$ cat src/rtl/core/adist_pkg.sv
`timescale 1ns / 1ps

package adist_pkg;

  localparam int SAMPLE_W = 8;
  localparam int LEVEL_W  = 7;
  localparam int INDEX_W  = 2;

  localparam logic [SAMPLE_W-1:0] MID_CODE = 8'd127;

  // overdrive knee and output swing around the midpoint
  localparam logic signed [11:0] KNEE  = 12'sd100;
  localparam logic signed [11:0] SWING = 12'sd127;

  typedef enum logic [1:0] {
    KIND_CLIP      = 2'd0,
    KIND_OVERDRIVE = 2'd1,
    KIND_FUZZ      = 2'd2
  } kind_t;

  typedef enum logic [INDEX_W-1:0] {
    REG_ENABLE = 2'd0,
    REG_LEVEL  = 2'd1,
    REG_KIND   = 2'd2
  } reg_idx_t;

  typedef struct packed {
    logic               enable;
    logic [LEVEL_W-1:0] level;
    kind_t              kind;
  } cfg_t;

  localparam logic [LEVEL_W-1:0] LEVEL_RESET = 7'd50;

  // gain = 1 + level*9/255, by thresholds (smallest level reaching each step)
  localparam int GAIN_T1 = (255 * 1 + 8) / 9;
  localparam int GAIN_T2 = (255 * 2 + 8) / 9;
  localparam int GAIN_T3 = (255 * 3 + 8) / 9;
  localparam int GAIN_T4 = (255 * 4 + 8) / 9;

  function automatic logic [2:0] drive_gain(logic [LEVEL_W-1:0] level);
    logic [2:0] g;
    g = 3'd1;
    if (level >= LEVEL_W'(GAIN_T1)) g = 3'd2;
    if (level >= LEVEL_W'(GAIN_T2)) g = 3'd3;
    if (level >= LEVEL_W'(GAIN_T3)) g = 3'd4;
    if (level >= LEVEL_W'(GAIN_T4)) g = 3'd5;
    return g;
  endfunction

endpackage

$ cat src/rtl/core/audio_distortion_effect.sv
`timescale 1ns / 1ps

// Distortion effect for unsigned 8-bit audio samples, midpoint 127.
// Sample channel: a sample is taken on a rising edge with start high and busy
// low. busy is only high during reset, so a new sample may be given every cycle.
// Result channel: done pulses for one cycle with sample_out valid; each start
// gives exactly one done, through the input register and then the result
// register, in order. The receiver has no way to stall and must take it.
// Throughput is one sample per cycle; the shaping logic between the two
// registers is one small 9x3 multiply plus compares and a select.
// Configuration: cfg_valid/cfg_ready write channel, cfg_ready always high.
// Index 0 enable, 1 drive level (0..LEVEL_LIMIT), 2 kind (low bits: clip,
// overdrive, fuzz). Out-of-range levels, kind 3 and unknown indexes are dropped.
// Only write while no sample is in flight.
// Reset (rst, synchronous): pipeline emptied, enable off, level 50, hard clip.

module audio_distortion_effect #(
  parameter int LEVEL_LIMIT = 100
) (
  input  logic                                clk,
  input  logic                                rst,
  input  logic                                start,
  output logic                                busy,
  input  logic [adist_pkg::SAMPLE_W-1:0]      sample_in,
  output logic                                done,
  output logic [adist_pkg::SAMPLE_W-1:0]      sample_out,
  input  logic                                cfg_valid,
  output logic                                cfg_ready,
  input  logic [adist_pkg::INDEX_W-1:0]       cfg_index,
  input  logic [adist_pkg::LEVEL_W-1:0]       cfg_data
);

  adist_pkg::cfg_t               cfg;
  logic                          in_valid;
  logic [adist_pkg::SAMPLE_W-1:0] in_sample;
  logic [adist_pkg::SAMPLE_W-1:0] shaped;
  logic                          take;

  assign busy      = rst;
  assign cfg_ready = 1'b1;
  assign take      = start && !busy;

  adist_cfg #(
    .LEVEL_LIMIT(LEVEL_LIMIT)
  ) u_cfg (
    .clk      (clk),
    .rst      (rst),
    .cfg_valid(cfg_valid && cfg_ready),
    .cfg_index(cfg_index),
    .cfg_data (cfg_data),
    .cfg      (cfg)
  );

  always_ff @(posedge clk) begin
    if (rst) begin
      in_valid <= 1'b0;
      done     <= 1'b0;
    end else begin
      in_valid <= take;
      done     <= in_valid;
    end
  end

  always_ff @(posedge clk) begin
    if (take) in_sample <= sample_in;
    if (in_valid) sample_out <= shaped;
  end

  adist_shaper u_shaper (
    .cfg   (cfg),
    .sample(in_sample),
    .shaped(shaped)
  );

  a_done_after_take: assert property (@(posedge clk) disable iff (rst)
    take |-> ##2 done)
    else $error("accepted sample produced no result");

  a_done_has_source: assert property (@(posedge clk) disable iff (rst)
    done |-> $past(start, 2) && !$past(busy, 2))
    else $error("result with no accepted sample");

  a_bypass: assert property (@(posedge clk) disable iff (rst)
    done && !cfg.enable |-> sample_out == $past(sample_in, 2))
    else $error("bypass altered the sample");

  a_clip_window: assert property (@(posedge clk) disable iff (rst)
    done && cfg.enable && cfg.kind == adist_pkg::KIND_CLIP |->
      sample_out >= 8'(cfg.level) && sample_out <= 8'd254 - 8'(cfg.level))
    else $error("hard clip outside its window");

endmodule

$ cat src/rtl/core/adist_cfg.sv
`timescale 1ns / 1ps

module adist_cfg #(
  parameter int LEVEL_LIMIT = 100
) (
  input  logic                                clk,
  input  logic                                rst,
  input  logic                                cfg_valid,
  input  logic [adist_pkg::INDEX_W-1:0]       cfg_index,
  input  logic [adist_pkg::LEVEL_W-1:0]       cfg_data,
  output adist_pkg::cfg_t                     cfg
);

  logic wr;
  assign wr = cfg_valid;

  always_ff @(posedge clk) begin
    if (rst) begin
      cfg.enable <= 1'b0;
      cfg.level  <= adist_pkg::LEVEL_RESET;
      cfg.kind   <= adist_pkg::KIND_CLIP;
    end else if (wr) begin
      case (adist_pkg::reg_idx_t'(cfg_index))
        adist_pkg::REG_ENABLE: cfg.enable <= cfg_data[0];
        adist_pkg::REG_LEVEL: begin
          if (cfg_data <= adist_pkg::LEVEL_W'(LEVEL_LIMIT)) cfg.level <= cfg_data;
        end
        adist_pkg::REG_KIND: begin
          // the unused kind code is dropped
          if (cfg_data[1:0] <= 2'(adist_pkg::KIND_FUZZ)) begin
            cfg.kind <= adist_pkg::kind_t'(cfg_data[1:0]);
          end
        end
        default: ;
      endcase
    end
  end

endmodule

$ cat src/rtl/core/adist_shaper.sv
`timescale 1ns / 1ps

module adist_shaper (
  input  adist_pkg::cfg_t                  cfg,
  input  logic [adist_pkg::SAMPLE_W-1:0]   sample,
  output logic [adist_pkg::SAMPLE_W-1:0]   shaped
);

  logic [7:0]         clip_lo, clip_hi, clip_r;
  logic [7:0]         fuzz_span, fuzz_lo, fuzz_hi, fuzz_r;
  logic [2:0]         gain;
  logic signed [8:0]  centred;
  logic signed [11:0] centred_x, gain_x, prod, comp, sat;
  logic [7:0]         od_r;

  // hard clip window is [level, 254 - level]
  always_comb begin
    clip_lo = 8'(cfg.level);
    clip_hi = 8'd254 - 8'(cfg.level);
    if (sample > clip_hi)      clip_r = clip_hi;
    else if (sample < clip_lo) clip_r = clip_lo;
    else                       clip_r = sample;
  end

  always_comb begin
    fuzz_span = (8'd255 - 8'(cfg.level)) >> 2;
    fuzz_hi   = adist_pkg::MID_CODE + fuzz_span;
    fuzz_lo   = adist_pkg::MID_CODE - fuzz_span;
    if (sample > fuzz_hi)      fuzz_r = 8'd255;
    else if (sample < fuzz_lo) fuzz_r = 8'd0;
    else                       fuzz_r = sample;
  end

  always_comb begin
    gain      = adist_pkg::drive_gain(cfg.level);
    centred   = signed'({1'b0, sample}) - 9'sd127;
    centred_x = 12'(centred);
    gain_x    = signed'(12'(gain));
    prod      = centred_x * gain_x;
    // excess beyond the knee is quartered, truncating toward zero
    if (prod > adist_pkg::KNEE) begin
      comp = adist_pkg::KNEE + ((prod - adist_pkg::KNEE) >>> 2);
    end else if (prod < -adist_pkg::KNEE) begin
      comp = -adist_pkg::KNEE - ((-(prod + adist_pkg::KNEE)) >>> 2);
    end else begin
      comp = prod;
    end
    if (comp > adist_pkg::SWING)       sat = adist_pkg::SWING;
    else if (comp < -adist_pkg::SWING) sat = -adist_pkg::SWING;
    else                               sat = comp;
    od_r = 8'(sat + adist_pkg::SWING);
  end

  always_comb begin
    if (!cfg.enable) begin
      shaped = sample;
    end else begin
      case (cfg.kind)
        adist_pkg::KIND_CLIP:      shaped = clip_r;
        adist_pkg::KIND_OVERDRIVE: shaped = od_r;
        adist_pkg::KIND_FUZZ:      shaped = fuzz_r;
        default:                   shaped = sample;
      endcase
    end
  end

endmodule

$ cat config.mk
export PLATFORM = sky130hd
export DESIGN_NAME = audio_distortion_effect
export DESIGN_NICKNAME = d
export VERILOG_FILES = /design/src/rtl/core/adist_pkg.sv /design/src/rtl/core/audio_distortion_effect.sv /design/src/rtl/core/adist_cfg.sv /design/src/rtl/core/adist_shaper.sv
export SDC_FILE = /design/constraint.sdc
export NUM_CORES = 1
export LEC_CHECK = 0
export BUFFER_PORTS_ARGS = -buffer_cell sky130_fd_sc_hd__buf_2
export CORE_AREA = 2 2 104 106
export CTS_CLUSTER_SIZE = 12
export DETAILED_ROUTE_END_ITERATION = 7
export DIE_AREA = 0 0 106 108
export PLACE_DENSITY = 0.63
export SLEW_MARGIN = 5
export SYNTH_ARGS = -nofsm -noshare
export SYNTH_HDL_FRONTEND = slang
export SYNTH_SLANG_ARGS = --single-unit
export TNS_END_PERCENT = 1
$ cat constraint.sdc
create_clock -name clk -period 10.7 [get_ports clk]
set_input_delay 1.07 -clock clk [delete_from_list [all_inputs] [get_ports clk]]
set_output_delay 1.07 -clock clk [all_outputs]
set_load 0.05 [all_outputs]
==> results_dict.tcl <==
set metrics [dict create \
    netlist_area_mm2 0.00503 \
    syn2layout_area_growth_pct 5.04 \
    via_per_inst 6.23 \
    p_leak_nw 2.21 \
    synth-edff-count 16 \
    dieArea_mm2 0.0114 \
    p_per_area_mw_per_mm2 155 \
    hp-start "u_cfg.cfg[9]" \
    numClockSinks 28 \
    antennaDiodeCount 0 \
    worst_pin_slew_ps 993 \
    multi_input_area_mm2 0.00401 \
    clkTransAtPathRegs_ps 100 \
    startpoint "u_cfg.cfg[5]" \
    outcome "finished clean" \
    synth_seq_cells 28 \
    cts_hold_buf 0 \
    drv_slew 0 \
    fin_crit_sh_pct 78.6 \
    portBuffers 30 \
    cts_buffers 3 \
    start_util_pct 49.2 \
    cts_setup_buffers 0 \
    nets 750 \
    grt_pass1_vias 4781 \
    period_needed_ps 8410 \
    hpwl_mm 11.1 \
    die_y_um 108 \
    fp.dieW_um 106 \
    num_io_pins 32 \
    r2r_start "u_cfg.cfg[5]" \
    hold_violations 0 \
    vias 4965 \
    drt-initial-drc-count 345 \
    grt_remaining_overflow 0 \
    cts-resized-gates 0 \
    final_antenna_net_count 0 \
    cp-start-kind "register" \
    critPathCaptureType "register" \
    synth_top_area_share_pct 14.4 \
    grt_max_degree 17 \
    drive_gt1_share_pct 9.38 \
    first_pass_iters 5 \
    tns_ps 0 \
    drc 0 \
    cts-root-buf "clkbuf_8" \
    power.total_mw 0.822 \
    cts_tree "done" \
    synth_ff_type "edfxtp_1" \
    maxSlewHeadroom_pct 33.6 \
    grt_usage_pct 24.6 \
    yosys.cell_count.top_type "nor2_1" \
    final_area_mm2 0.00529 \
    arrival_ps 8430 \
    synthTopCellsByArea "ha_1 (14%), edfxtp_1 (9.5%), nor2_1 (5.3%), dfxtp_1 (4.8%), xnor2_1 (4.3%)" \
    clock_skew_ps 8.67 \
    fmax_ghz 0.119 \
    rows 37 \
    syn-num-nets 740 \
    cap_violations 0 \
    syn_area_per_cell_um2 7.72 \
    crit_type "reg2reg" \
    routedWlPerCell_um 17.3 \
    crit_fanout 13 \
    yosys.area.top_type "ha_1" \
    antenna_found_initial 0 \
    nFillCells 979 \
    peakVddDrop_mv 0.0954 \
    synthTopCellsByCount "nor2_1 (71), ha_1 (58), inv_1 (48), nand2_1 (48), a21oi_1 (31)" \
    synthCells 652 \
    hold_ws_ps 564 \
    hp-class "reg2reg" \
    cp.required_ps 10730 \
    coreArea_mm2 0.0102 \
    yosysSeqAreaShare_pct 14.3 \
    grt_setup_unrepaired "false" \
    async_flop_share_pct 0 \
    worstSkewPairLatency_ps 280 \
    dpl-instance-area_mm2 0.00523 \
    setup_viol 0 \
    gp_congestion 0.984 \
    synth.distinct_cells 88 \
    ff_latch_area_um2 721 \
    drt-total-wl_mm 13.8 \
    grt_pass1_wl_mm 23.0 \
    ys_warn_count 0 \
    htreeDepth 1 \
    clockBufferDepth 2 \
]
==> cells by family (layout without fill, tap and decap cells) <==
logic type               after synthesis  count (layout)  synth area share (%)
flip-flops                            28              28                  14.3
buffers and inverters                 73              82                  5.99
multiplexers                          11              11                  2.49
other                                  1               1                0.0745
AO/OA/AOI/OAI                        192             192                  27.5
adder cells (fa/ha/maj)               67              67                  18.0
XOR/XNOR                              40              40                  7.90
AND/OR/NAND/NOR                      240             240                  23.7
==> layout by cell type (no fill, tap or decap), drive strengths merged, types with 5 or more instances in the layout <==
cell type,instances
a211oi,9
a21o,6
a21oi,34
a221oi,8
a311oi,6
a31oi,14
and2,11
and3,6
buf,30
dfxtp,12
edfxtp,16
fa,9
ha,58
inv,48
mux2i,9
nand2,48
nand2b,9
nand3,26
nor2,71
nor2b,10
nor3,30
nor3b,5
o211ai,6
o21a,13
o21ai,41
or2,6
or3,6
xnor2,28
xor2,11
==> through the flow <==
stage               std cells  utilization, %  setup WS (ps)
floorplan                 652               -           3900
global placement          793            51.2           2780
detailed placement        793            51.2           2440
CTS                       797            51.7           2390
global route              797            51.7           1580
finish                    797            51.7           2290
==> power breakdown <==
part | internal [mW] | switching [mW] | leakage, nW
Combinational | 0.233 | 0.391 | 1.93
Clock | 0.0330 | 0.0320 | 0.0288
Sequential | 0.120 | 0.0126 | 0.248
Total | 0.386 | 0.436 | 2.21
==> final cells by class <==
class / count / share of cell area (%)
clock buffers: 4 / 1.04
repair buffers: 30 / 2.84
well taps: 136 / 3.22
multi-input cells: 551 / 75.9
inverters: 48 / 3.41
flip-flops and latches: 28 / 13.6
==> critical path, cell delays in order, from the launching register on <==
cell	delay, ps
dfxtp_1	610
inv_1	200
ha_1	220
a21oi_1	180
o221ai_1	250
nand2_1	330
nand2_1	240
nor2_1	160
ha_1	260
fa_1	490
ha_1	530
o2111a_1	270
or3b_1	390
a31oi_2	200
xnor2_1	280
xor2_1	730
and2_1	450
a222oi_1	240
a211oi_2	360
o2111ai_2	230
nand3_1	210
nand2_1	80
a21oi_1	150
ha_1	310
a31oi_1	140
mux2_1	300
o31ai_1	210
a21oi_1	100
==> state kept, by name (all words and copies together) (netlist names) <==
register and count:
done 1, in_sample 8, in_valid 1, sample_out 8
u_cfg.cfg 10
==> per-layer routing <==
metal / vias up / part of all wire, % / global-route usage [%]
li1: 2417 / - / -
met1: 2272 / 44 / 31.3
met2: 227 / 47 / 43.5
met3: 49 / 5.5 / 1.75
met4: 0 / 3.8 / 10.2
met5: - / 0 / 0
==> worst paths after layout <==
kind | endpoint | slack, ps | cells after the start
max | sample_out[6] | 2290 | 27
min | u_cfg.cfg[9] | 560 | 2
max reg2reg | sample_out[6] | 2290 | 27
min reg2reg | u_cfg.cfg[9] | 560 | 2
No activity file was read; power rests on OpenSTA's default activity.
